`src/design/sfm_pkg.sv`:
```
// Shared constants, types and the exp table for the softmax block.
package sfm_pkg;

    localparam int SCORE_W          = 16;
    localparam int PROB_W           = 16;
    localparam int EXP_W            = 17;
    localparam int SUM_W            = 24;
    localparam int PROD_W           = 32;
    localparam int MAX_ELEMENTS_DEF = 64;
    localparam int DIV_STEPS        = 17;
    localparam int DIV_CNT_W        = 5;
    localparam int SHIFT_LIMIT      = 17;

    // log2(e) in Q1.15
    localparam logic [15:0] LOG2E_Q15 = 16'd47274;

    // Most negative Q8.8 score, reset value of the running maximum
    localparam logic signed [SCORE_W-1:0] SCORE_MIN = 16'sh8000;

    // Registered memory read
    typedef struct packed {
        logic                      valid;
        logic signed [SCORE_W-1:0] data;
    } rd_data_t;

    // Exp unit result
    typedef struct packed {
        logic             valid;
        logic [EXP_W-1:0] value;
    } exp_out_t;

    // round(65536 * 2^(-f/16)), Q1.16
    function automatic logic [EXP_W-1:0] pow2_frac(input logic [3:0] f);
        logic [EXP_W-1:0] v;
        case (f)
            4'd0:    v = 17'd65536;
            4'd1:    v = 17'd62757;
            4'd2:    v = 17'd60097;
            4'd3:    v = 17'd57549;
            4'd4:    v = 17'd55109;
            4'd5:    v = 17'd52773;
            4'd6:    v = 17'd50535;
            4'd7:    v = 17'd48393;
            4'd8:    v = 17'd46341;
            4'd9:    v = 17'd44376;
            4'd10:   v = 17'd42495;
            4'd11:   v = 17'd40693;
            4'd12:   v = 17'd38968;
            4'd13:   v = 17'd37316;
            4'd14:   v = 17'd35734;
            default: v = 17'd34219;
        endcase
        return v;
    endfunction

endpackage

```
`src/design/softmax_forward_top.sv`:
```
// Softmax block top level: load, sum and emit control around the score store.
//
// Usage: scores (signed Q8.8) arrive on the s_ stream, one per transaction;
// s_tlast marks the final element of a vector. A vector of MAX_ELEMENTS
// elements is closed even without s_tlast. Probabilities (unsigned Q0.16,
// truncated, saturated at 65535) leave on the m_ stream in arrival order,
// m_tlast on the final one.
// Loading takes one element per cycle while s_tvalid is high. After the
// closing element the block reads the store once to sum exp(x - max), then
// reads it again and emits the probabilities one at a time: each element
// passes the memory read, two exp stages and the 17-step restoring divider
// before the next is read. s_tready is low from the closing element until
// the final probability sits in the output register.
// Reset (synchronous, aresetn low) empties the vector and clears the output
// valid flag; store contents are not cleared and need not be.
// A stalled receiver holds the result in the output register; the divider
// finishes the next element and waits for the register to drain.
module softmax_forward_top #(
    parameter int MAX_ELEMENTS = sfm_pkg::MAX_ELEMENTS_DEF,
    parameter int AW           = (MAX_ELEMENTS > 1) ? $clog2(MAX_ELEMENTS) : 1,
    parameter int CW           = $clog2(MAX_ELEMENTS + 1)
) (
    input  logic        aclk,
    input  logic        aresetn,
    input  logic        s_tvalid,
    output logic        s_tready,
    input  logic [15:0] s_tdata,   // [15:0] score
    input  logic        s_tlast,   // is_last
    output logic        m_tvalid,
    input  logic        m_tready,
    output logic [15:0] m_tdata,   // [15:0] probability
    output logic        m_tlast    // last_out
);

    localparam logic [2:0] ST_LOAD      = 3'd0;
    localparam logic [2:0] ST_SUM       = 3'd1;
    localparam logic [2:0] ST_EMIT_RD   = 3'd2;
    localparam logic [2:0] ST_EMIT_WAIT = 3'd3;
    localparam logic [2:0] ST_EMIT_DIV  = 3'd4;
    localparam logic [2:0] ST_EMIT_OUT  = 3'd5;

    logic [2:0]                         state_reg, state_next;
    logic [CW-1:0]                      count_reg, count_next;
    logic [CW-1:0]                      rd_idx_reg, rd_idx_next;
    logic [CW-1:0]                      acc_idx_reg, acc_idx_next;
    logic signed [sfm_pkg::SCORE_W-1:0] max_reg, max_next;
    logic [sfm_pkg::SUM_W-1:0]          sum_reg, sum_next;
    logic                               out_valid_reg, out_valid_next;
    logic [sfm_pkg::PROB_W-1:0]         out_prob_reg, out_prob_next;
    logic                               out_last_reg, out_last_next;

    logic                               in_fire;
    logic signed [sfm_pkg::SCORE_W-1:0] score;
    logic [CW-1:0]                      count_inc;
    logic [CW-1:0]                      acc_inc;
    logic [CW-1:0]                      rd_inc;
    logic                               rd_en;
    logic                               out_free;
    logic                               div_start;
    logic                               div_done;
    logic [sfm_pkg::PROB_W-1:0]         div_q;
    sfm_pkg::rd_data_t                  rd;
    sfm_pkg::exp_out_t                  exp_out;

    assign score     = s_tdata;
    assign s_tready  = (state_reg == ST_LOAD);
    assign in_fire   = s_tvalid && s_tready;
    assign count_inc = count_reg + 1'b1;
    assign acc_inc   = acc_idx_reg + 1'b1;
    assign rd_inc    = rd_idx_reg + 1'b1;
    assign out_free  = !out_valid_reg || m_tready;
    assign rd_en     = ((state_reg == ST_SUM) && (rd_idx_reg < count_reg))
                    || (state_reg == ST_EMIT_RD);
    assign div_start = (state_reg == ST_EMIT_WAIT) && exp_out.valid;

    sfm_score_mem #(
        .DEPTH (MAX_ELEMENTS),
        .AW    (AW)
    ) u_mem (
        .aclk    (aclk),
        .aresetn (aresetn),
        .wr_en   (in_fire),
        .wr_addr (count_reg[AW-1:0]),
        .wr_data (score),
        .rd_en   (rd_en),
        .rd_addr (rd_idx_reg[AW-1:0]),
        .rd      (rd)
    );

    sfm_exp_unit u_exp (
        .aclk      (aclk),
        .aresetn   (aresetn),
        .in        (rd),
        .max_score (max_reg),
        .out       (exp_out)
    );

    sfm_divider u_div (
        .aclk     (aclk),
        .aresetn  (aresetn),
        .start    (div_start),
        .dividend (exp_out.value),
        .divisor  (sum_reg),
        .done     (div_done),
        .quotient (div_q)
    );

    // Sequencer: load, sum pass, per-element emit
    always_comb begin
        state_next     = state_reg;
        count_next     = count_reg;
        rd_idx_next    = rd_idx_reg;
        acc_idx_next   = acc_idx_reg;
        max_next       = max_reg;
        sum_next       = sum_reg;
        out_valid_next = out_valid_reg && !m_tready;
        out_prob_next  = out_prob_reg;
        out_last_next  = out_last_reg;

        unique case (state_reg)
            ST_LOAD: begin
                if (in_fire) begin
                    count_next = count_inc;
                    if (score > max_reg) begin
                        max_next = score;
                    end
                    if (s_tlast || (count_inc == CW'(MAX_ELEMENTS))) begin
                        state_next   = ST_SUM;
                        rd_idx_next  = '0;
                        acc_idx_next = '0;
                        sum_next     = '0;
                    end
                end
            end
            ST_SUM: begin
                if (rd_en) begin
                    rd_idx_next = rd_inc;
                end
                if (exp_out.valid) begin
                    sum_next     = sum_reg + sfm_pkg::SUM_W'(exp_out.value);
                    acc_idx_next = acc_inc;
                    if (acc_inc == count_reg) begin
                        state_next  = ST_EMIT_RD;
                        rd_idx_next = '0;
                    end
                end
            end
            ST_EMIT_RD: begin
                state_next = ST_EMIT_WAIT;
            end
            ST_EMIT_WAIT: begin
                if (exp_out.valid) begin
                    state_next = ST_EMIT_DIV;
                end
            end
            ST_EMIT_DIV: begin
                if (div_done) begin
                    state_next = ST_EMIT_OUT;
                end
            end
            ST_EMIT_OUT: begin
                if (out_free) begin
                    out_valid_next = 1'b1;
                    out_prob_next  = div_q;
                    out_last_next  = (rd_inc == count_reg);
                    if (rd_inc == count_reg) begin
                        state_next = ST_LOAD;
                        count_next = '0;
                        max_next   = sfm_pkg::SCORE_MIN;
                        sum_next   = '0;
                    end else begin
                        state_next  = ST_EMIT_RD;
                        rd_idx_next = rd_inc;
                    end
                end
            end
            default: begin
                state_next = ST_LOAD;
            end
        endcase
    end

    // Control registers
    always_ff @(posedge aclk) begin
        if (!aresetn) begin
            state_reg     <= ST_LOAD;
            count_reg     <= '0;
            rd_idx_reg    <= '0;
            acc_idx_reg   <= '0;
            max_reg       <= sfm_pkg::SCORE_MIN;
            sum_reg       <= '0;
            out_valid_reg <= 1'b0;
        end else begin
            state_reg     <= state_next;
            count_reg     <= count_next;
            rd_idx_reg    <= rd_idx_next;
            acc_idx_reg   <= acc_idx_next;
            max_reg       <= max_next;
            sum_reg       <= sum_next;
            out_valid_reg <= out_valid_next;
        end
    end

    // Output payload
    always_ff @(posedge aclk) begin
        out_prob_reg <= out_prob_next;
        out_last_reg <= out_last_next;
    end

    assign m_tvalid = out_valid_reg;
    assign m_tdata  = out_prob_reg;
    assign m_tlast  = out_last_reg;

endmodule

```
`src/design/sfm_score_mem.sv`:
```
// Score store: single-write, single-read synchronous memory with a registered read.
module sfm_score_mem #(
    parameter int DEPTH = sfm_pkg::MAX_ELEMENTS_DEF,
    parameter int AW    = (DEPTH > 1) ? $clog2(DEPTH) : 1
) (
    input  logic                              aclk,
    input  logic                              aresetn,
    input  logic                              wr_en,
    input  logic [AW-1:0]                     wr_addr,
    input  logic signed [sfm_pkg::SCORE_W-1:0] wr_data,
    input  logic                              rd_en,
    input  logic [AW-1:0]                     rd_addr,
    output sfm_pkg::rd_data_t                 rd
);

    logic signed [sfm_pkg::SCORE_W-1:0] mem [DEPTH];
    logic signed [sfm_pkg::SCORE_W-1:0] rd_data_reg;
    logic                               rd_valid_reg;

    // Write port
    always_ff @(posedge aclk) begin
        if (wr_en) begin
            mem[wr_addr] <= wr_data;
        end
    end

    // Registered read port
    always_ff @(posedge aclk) begin
        if (rd_en) begin
            rd_data_reg <= mem[rd_addr];
        end
    end

    always_ff @(posedge aclk) begin
        if (!aresetn) begin
            rd_valid_reg <= 1'b0;
        end else begin
            rd_valid_reg <= rd_en;
        end
    end

    assign rd.valid = rd_valid_reg;
    assign rd.data  = rd_data_reg;

endmodule

```
`src/design/sfm_exp_unit.sv`:
```
// Two-stage exp(x - max): log2(e) multiply, then power-of-two table and shift.
module sfm_exp_unit (
    input  logic                               aclk,
    input  logic                               aresetn,
    input  sfm_pkg::rd_data_t                  in,
    input  logic signed [sfm_pkg::SCORE_W-1:0] max_score,
    output sfm_pkg::exp_out_t                  out
);

    logic [sfm_pkg::SCORE_W:0]     diff;
    logic [sfm_pkg::PROD_W-1:0]    prod_next;
    logic [sfm_pkg::PROD_W-1:0]    prod_reg;
    logic                          v1_reg;
    logic [16:0]                   t_val;
    logic [8:0]                    k_val;
    logic [3:0]                    f_val;
    logic [sfm_pkg::EXP_W-1:0]     e_next;
    logic [sfm_pkg::EXP_W-1:0]     e_reg;
    logic                          v2_reg;

    // Stage 1: d = max - x (never negative), times log2(e)
    always_comb begin
        diff      = {max_score[sfm_pkg::SCORE_W-1], max_score}
                  - {in.data[sfm_pkg::SCORE_W-1], in.data};
        prod_next = sfm_pkg::PROD_W'(diff[sfm_pkg::SCORE_W-1:0])
                  * sfm_pkg::PROD_W'(sfm_pkg::LOG2E_Q15);
    end

    always_ff @(posedge aclk) begin
        prod_reg <= prod_next;
        e_reg    <= e_next;
    end

    // Stage 2: t = prod >> 15, integer part shifts, fraction picks the table entry
    always_comb begin
        t_val = prod_reg[31:15];
        k_val = t_val[16:8];
        f_val = t_val[7:4];
        if (k_val >= 9'(sfm_pkg::SHIFT_LIMIT)) begin
            e_next = '0;
        end else begin
            e_next = sfm_pkg::pow2_frac(f_val) >> k_val[4:0];
        end
    end

    always_ff @(posedge aclk) begin
        if (!aresetn) begin
            v1_reg <= 1'b0;
            v2_reg <= 1'b0;
        end else begin
            v1_reg <= in.valid;
            v2_reg <= v1_reg;
        end
    end

    assign out.valid = v2_reg;
    assign out.value = e_reg;

endmodule

```
`src/design/sfm_divider.sv`:
```
// Restoring divider: (e << 16) / sum, one quotient bit per cycle, saturated to 16 bits.
module sfm_divider (
    input  logic                           aclk,
    input  logic                           aresetn,
    input  logic                           start,
    input  logic [sfm_pkg::EXP_W-1:0]      dividend,
    input  logic [sfm_pkg::SUM_W-1:0]      divisor,
    output logic                           done,
    output logic [sfm_pkg::PROB_W-1:0]     quotient
);

    logic [sfm_pkg::SUM_W-1:0]     rem_reg;
    logic [sfm_pkg::SUM_W-1:0]     rem_next;
    logic [sfm_pkg::SUM_W-1:0]     rem_sub;
    logic [sfm_pkg::SUM_W-1:0]     div_reg;
    logic [sfm_pkg::EXP_W-1:0]     q_reg;
    logic [sfm_pkg::EXP_W-1:0]     q_next;
    logic [sfm_pkg::DIV_CNT_W-1:0] step_reg;
    logic                          busy_reg;
    logic                          done_reg;
    logic                          ge;

    // One trial subtraction; remainder stays below the divisor, so the shift cannot overflow
    always_comb begin
        ge       = (rem_reg >= div_reg);
        rem_sub  = ge ? (rem_reg - div_reg) : rem_reg;
        rem_next = {rem_sub[sfm_pkg::SUM_W-2:0], 1'b0};
        q_next   = {q_reg[sfm_pkg::EXP_W-2:0], ge};
    end

    // Datapath
    always_ff @(posedge aclk) begin
        if (start) begin
            rem_reg <= sfm_pkg::SUM_W'(dividend);
            div_reg <= divisor;
            q_reg   <= '0;
        end else if (busy_reg) begin
            rem_reg <= rem_next;
            q_reg   <= q_next;
        end
    end

    // Step control
    always_ff @(posedge aclk) begin
        if (!aresetn) begin
            busy_reg <= 1'b0;
            done_reg <= 1'b0;
            step_reg <= '0;
        end else begin
            done_reg <= 1'b0;
            if (start) begin
                busy_reg <= 1'b1;
                step_reg <= '0;
            end else if (busy_reg) begin
                step_reg <= step_reg + 1'b1;
                if (step_reg == sfm_pkg::DIV_CNT_W'(sfm_pkg::DIV_STEPS - 1)) begin
                    busy_reg <= 1'b0;
                    done_reg <= 1'b1;
                end
            end
        end
    end

    // A quotient of exactly one saturates
    assign quotient = q_reg[sfm_pkg::EXP_W-1] ? '1 : q_reg[sfm_pkg::PROB_W-1:0];
    assign done     = done_reg;

endmodule

```
`config.mk`:
```
export PLATFORM = sky130hd
export DESIGN_NAME = softmax_forward_top
export DESIGN_NICKNAME = d
export VERILOG_FILES = /design/src/design/sfm_pkg.sv /design/src/design/softmax_forward_top.sv /design/src/design/sfm_score_mem.sv /design/src/design/sfm_exp_unit.sv /design/src/design/sfm_divider.sv
export SDC_FILE = /design/constraint.sdc
export NUM_CORES = 2
export LEC_CHECK = 0
export ABC_AREA = 1
export BUFFER_PORTS_ARGS = -buffer_cell sky130_fd_sc_hd__buf_4
export CORE_MARGIN = 4
export CORE_UTILIZATION = 55
export CTS_BUF_LIST = sky130_fd_sc_hd__clkbuf_8
export DETAILED_ROUTE_END_ITERATION = 7
export PLACE_DENSITY = 0.69
export SETUP_SLACK_MARGIN = 0.2
export SYNTH_ARGS = -nofsm -noshare
export SYNTH_HDL_FRONTEND = slang
export SYNTH_SLANG_ARGS = --single-unit
```
`constraint.sdc`:
```
create_clock -name aclk -period 9.4 [get_ports aclk]
set_input_delay 1.41 -clock aclk [delete_from_list [all_inputs] [get_ports aclk]]
set_output_delay 1.41 -clock aclk [all_outputs]
set_load 0.01 [all_outputs]
```
==> Flow_metrics.wiki <==
{| class="wikitable"
! Metric !! Value
|-
| Final Wtd Congestion || 0.922
|-
| Final Net Count || 5729
|-
| Number of violations of the max-capacitance limit || 0
|-
| Detail-routed net length per standard cell || 22.4 um
|-
| Overall die area || 110000 sq um
|-
| Average footprint of a synthesized cell || 10.8 sq um
|-
| IO Count || 40
|-
| Delay contributed by the slowest stage of the critical path || 1.05 ns
|-
| Highest net fanout along the worst path || 15
|-
| CORE AREA || 104000 sq um
|-
| Number of flip-flops in the largest register || 1024
|-
| Arrival time of the worst setup path || 7.99 ns
|-
| Mapped Nets || 5666
|-
| Number of filler cells placed in the layout || 8498
|-
| Seq/Total Area, Yosys || 0.619
|-
| DRT iter0 DRCs || 4789
|-
| Unrepaired setup endpoints after global routing || no
|-
| Transition time of the tightest slew-check pin || 1.31 ns
|-
| Number of warning messages in the yosys log || 0
|-
| Maximum clock frequency || 0.137 GHz
|-
| Area share of fa/ha/maj cells after synthesis || 0.0713
|-
| Half-perimeter wire length after detailed placement || 95800 um
|-
| CTS buffer count || 193
|-
| Initial core utilization || 0.557
|-
| Post-synth top area cell || sky130_fd_sc_hd__edfxtp_1
|-
| Longest Clk Path Bufs || 3
|-
| Die Span Y || 332 um
|-
| Kind of capture point of the worst setup path || flip-flop
|-
| Slowest-stage cell, CP || sky130_fd_sc_hd__xnor2_1
|-
| Slew Viols, Final || 0
|-
| Final total negative setup slack || 0 ns
|-
| DR DRC count || 0
|-
| Predominant post-synthesis flop cell || sky130_fd_sc_hd__edfxtp_1
|-
| Post-synthesis to final-layout area growth || 9.20%
|-
| Total of hold buffers inserted after clock tree synthesis || 0
|-
| Resized Gates After CTS || 0
|-
| Reg-to-reg setup timing slack || 2.10 ns
|-
| Die Width || 332 um
|-
| Parity-gate share of the synthesized area counting xor and xnor cells || 0.00893
|-
| Distinct cells, synth || 48
|-
| Area fraction in and, or, nand and nor cells after synthesis || 0.133
|-
| Result of the run || completed
|-
| Worst-skew pair later-pin latency || 0.90 ns
|-
| Clock transition at the registers of the reported paths || 0.06 ns
|-
| CTS Root Cell || sky130_fd_sc_hd__clkbuf_8
|-
| Final routed wirelength across all metal layers || 155000 um
|-
| Start-to-end type of the worst setup path || flip-flop to flip-flop
|-
| Final Hold Vio Count || 0
|-
| Fraction of registers with async set or reset after synthesis || 0
|-
| IO buf count || 39
|-
| Number of global-route vias before repair || 39400
|-
| Gate count of the mapped netlist || 5358
|-
| TritonCTS clock tree || done
|-
| H-tree depth || 4
|-
| Clock period minus worst slack || 7.30 ns
|-
| Final clock period utilization by the worst path || 0.776
|-
| Global-route usage over all layers || 0.276
|-
| Remaining Overflow, GRT || 0
|-
| Dominant combinational cell family by area after synthesis || simple AND/OR/NAND/NOR gates
|-
| First-pass GRT wire length || 237000 um
|-
| Max transition margin || 0.120
|-
| Rows || 118
|-
| Post-synth EDFFs || 1098
|-
| Fraction of final layout cells sized beyond drive strength 1 || 0.0759
|-
| Pin count of the biggest net entering global routing || 210
|-
| Worst min-delay path class || flip-flop to flip-flop
|-
| Post-synthesis compound-gate area fraction || 0.120
|-
| Most numerous cell in the Yosys netlist || sky130_fd_sc_hd__edfxtp_1
|-
| Via count || 41500
|-
| Post-CTS setup-driven buffer insertion count || 0
|-
| Required time at the endpoint of the critical path || 10.09 ns
|-
| Share of synthesized area spent on multiplexers || 0.000692
|-
| Cell types occupying the most area after synthesis || sky130_fd_sc_hd__edfxtp_1, sky130_fd_sc_hd__o21ai_0, sky130_fd_sc_hd__nor2_1, sky130_fd_sc_hd__dfxtp_1, sky130_fd_sc_hd__nand2_1
|-
| ANT nets after route || 0
|-
| Vias per Instance || 5.97
|-
| Clock sink total || 1240
|-
| Number of storage elements in the synthesis netlist || 1240
|-
| Setup violators final || 0
|-
| Detailed Routing Iterations Pass 1 || 5
|-
| Number of antenna violations at the first check in global routing || 3
|-
| Post-synth top area share || 0.570
|-
| Final setup skew || 0.0897 ns
|-
| Register containing the most flip-flops in the final layout || u_mem.mem
|-
| Crit path launch type || flip-flop
|-
| Post-synth top cells || sky130_fd_sc_hd__edfxtp_1, sky130_fd_sc_hd__nor2_1, sky130_fd_sc_hd__nand2_1, sky130_fd_sc_hd__o21ai_0, sky130_fd_sc_hd__inv_1
|-
| Syn Std Cell Area || 57900 sq um
|}
## logic make-up (layout without fill, tap and decap cells)
kind of cell             after synthesis  count (layout)
XOR/XNOR                              59              59
multiplexers                           4               4
adder cells (fa/ha/maj)              287             287
buffers and inverters                708             913
flip-flops                          1240            1240
AND/OR/NAND/NOR                     1892            1892
AO/OA/AOI/OAI                       1168            1168
other                                  0               2
## worst paths after layout
kind | cells after the start | startpoint | end
setup / recovery | 29 | u_mem.rd_data_reg[3] | flip-flop
hold reg to reg | 2 | u_exp.v1_reg | u_exp.v2_reg
setup reg to reg | 29 | u_mem.rd_data_reg[3] | flip-flop
hold / removal | 2 | u_exp.v1_reg | u_exp.v2_reg
## per-layer routing
metal / up-vias / GRT usage / share of wire
met3: 332 / 0.0501 / 0.093
li1: 19100 / - / -
met4: 2 / 0.114 / 0.041
met2: 1964 / 0.421 / 0.45
met1: 20000 / 0.396 / 0.42
met5: - / 0 / 0.00012
## area by class of cell
type,instances,area [sq um],share of cell area
tap,1380,1730,0.0273
clock inverter,138,779,0.0123
sequential,1240,35800,0.567
multi-input combinational,3410,19300,0.306
inverter,430,1630,0.0258
antenna,2,5.00,0.0000792
timing repair buffer,146,1150,0.0181
clock buffer,199,2740,0.0433
## per-stage QoR
stage,hold WS (ns),cell area [sq um],utilization,setup slack [ns],cells
2_1_floorplan,0.390,57900,-,3.20,5358
3_3_place_gp,0.400,59700,0.574,2.34,6606
3_5_place_dp,0.411,59700,0.574,2.27,6606
4_1_cts,0.418,63200,0.608,2.26,6943
5_1_grt,0.422,63200,0.608,1.58,6944
6_report,0.414,63200,0.608,2.10,6945
## cell usage in the layout, fill, tap and decap left out, types with 27 or more instances in the layout
master / Yosys / final
sky130_fd_sc_hd__nand4_1: 27 / 27
sky130_fd_sc_hd__o221ai_1: 147 / 147
sky130_fd_sc_hd__a21oi_1: 141 / 140
sky130_fd_sc_hd__buf_4: 6 / 142
sky130_fd_sc_hd__o22ai_1: 117 / 117
sky130_fd_sc_hd__o21ai_0: 601 / 601
sky130_fd_sc_hd__clkinv_1: 3 / 44
sky130_fd_sc_hd__o211ai_1: 114 / 114
sky130_fd_sc_hd__clkbuf_8: 0 / 199
sky130_fd_sc_hd__xnor2_1: 28 / 28
sky130_fd_sc_hd__nand3_1: 292 / 292
sky130_fd_sc_hd__edfxtp_1: 1098 / 1098
sky130_fd_sc_hd__xor2_1: 31 / 31
sky130_fd_sc_hd__fa_1: 71 / 71
sky130_fd_sc_hd__ha_1: 216 / 216
sky130_fd_sc_hd__nand2_1: 721 / 721
sky130_fd_sc_hd__dfxtp_1: 142 / 138
sky130_fd_sc_hd__nor2_1: 787 / 787
sky130_fd_sc_hd__inv_1: 417 / 482
## worst max-delay path, delay by kind of cell, from the launching register on
kind / cells / cell delay [ns]
flip-flops: 1 / 0.32
AO/OA/AOI/OAI: 3 / 0.59
AND/OR/NAND/NOR: 11 / 1.15
buffers and inverters: 5 / 0.26
XOR/XNOR: 2 / 1.47
adder cells (fa/ha/maj): 8 / 3.34
Power is left out: the tool's default activity adds up to more than one toggle a clock period on the data nets, which glitch-free logic cannot reach.
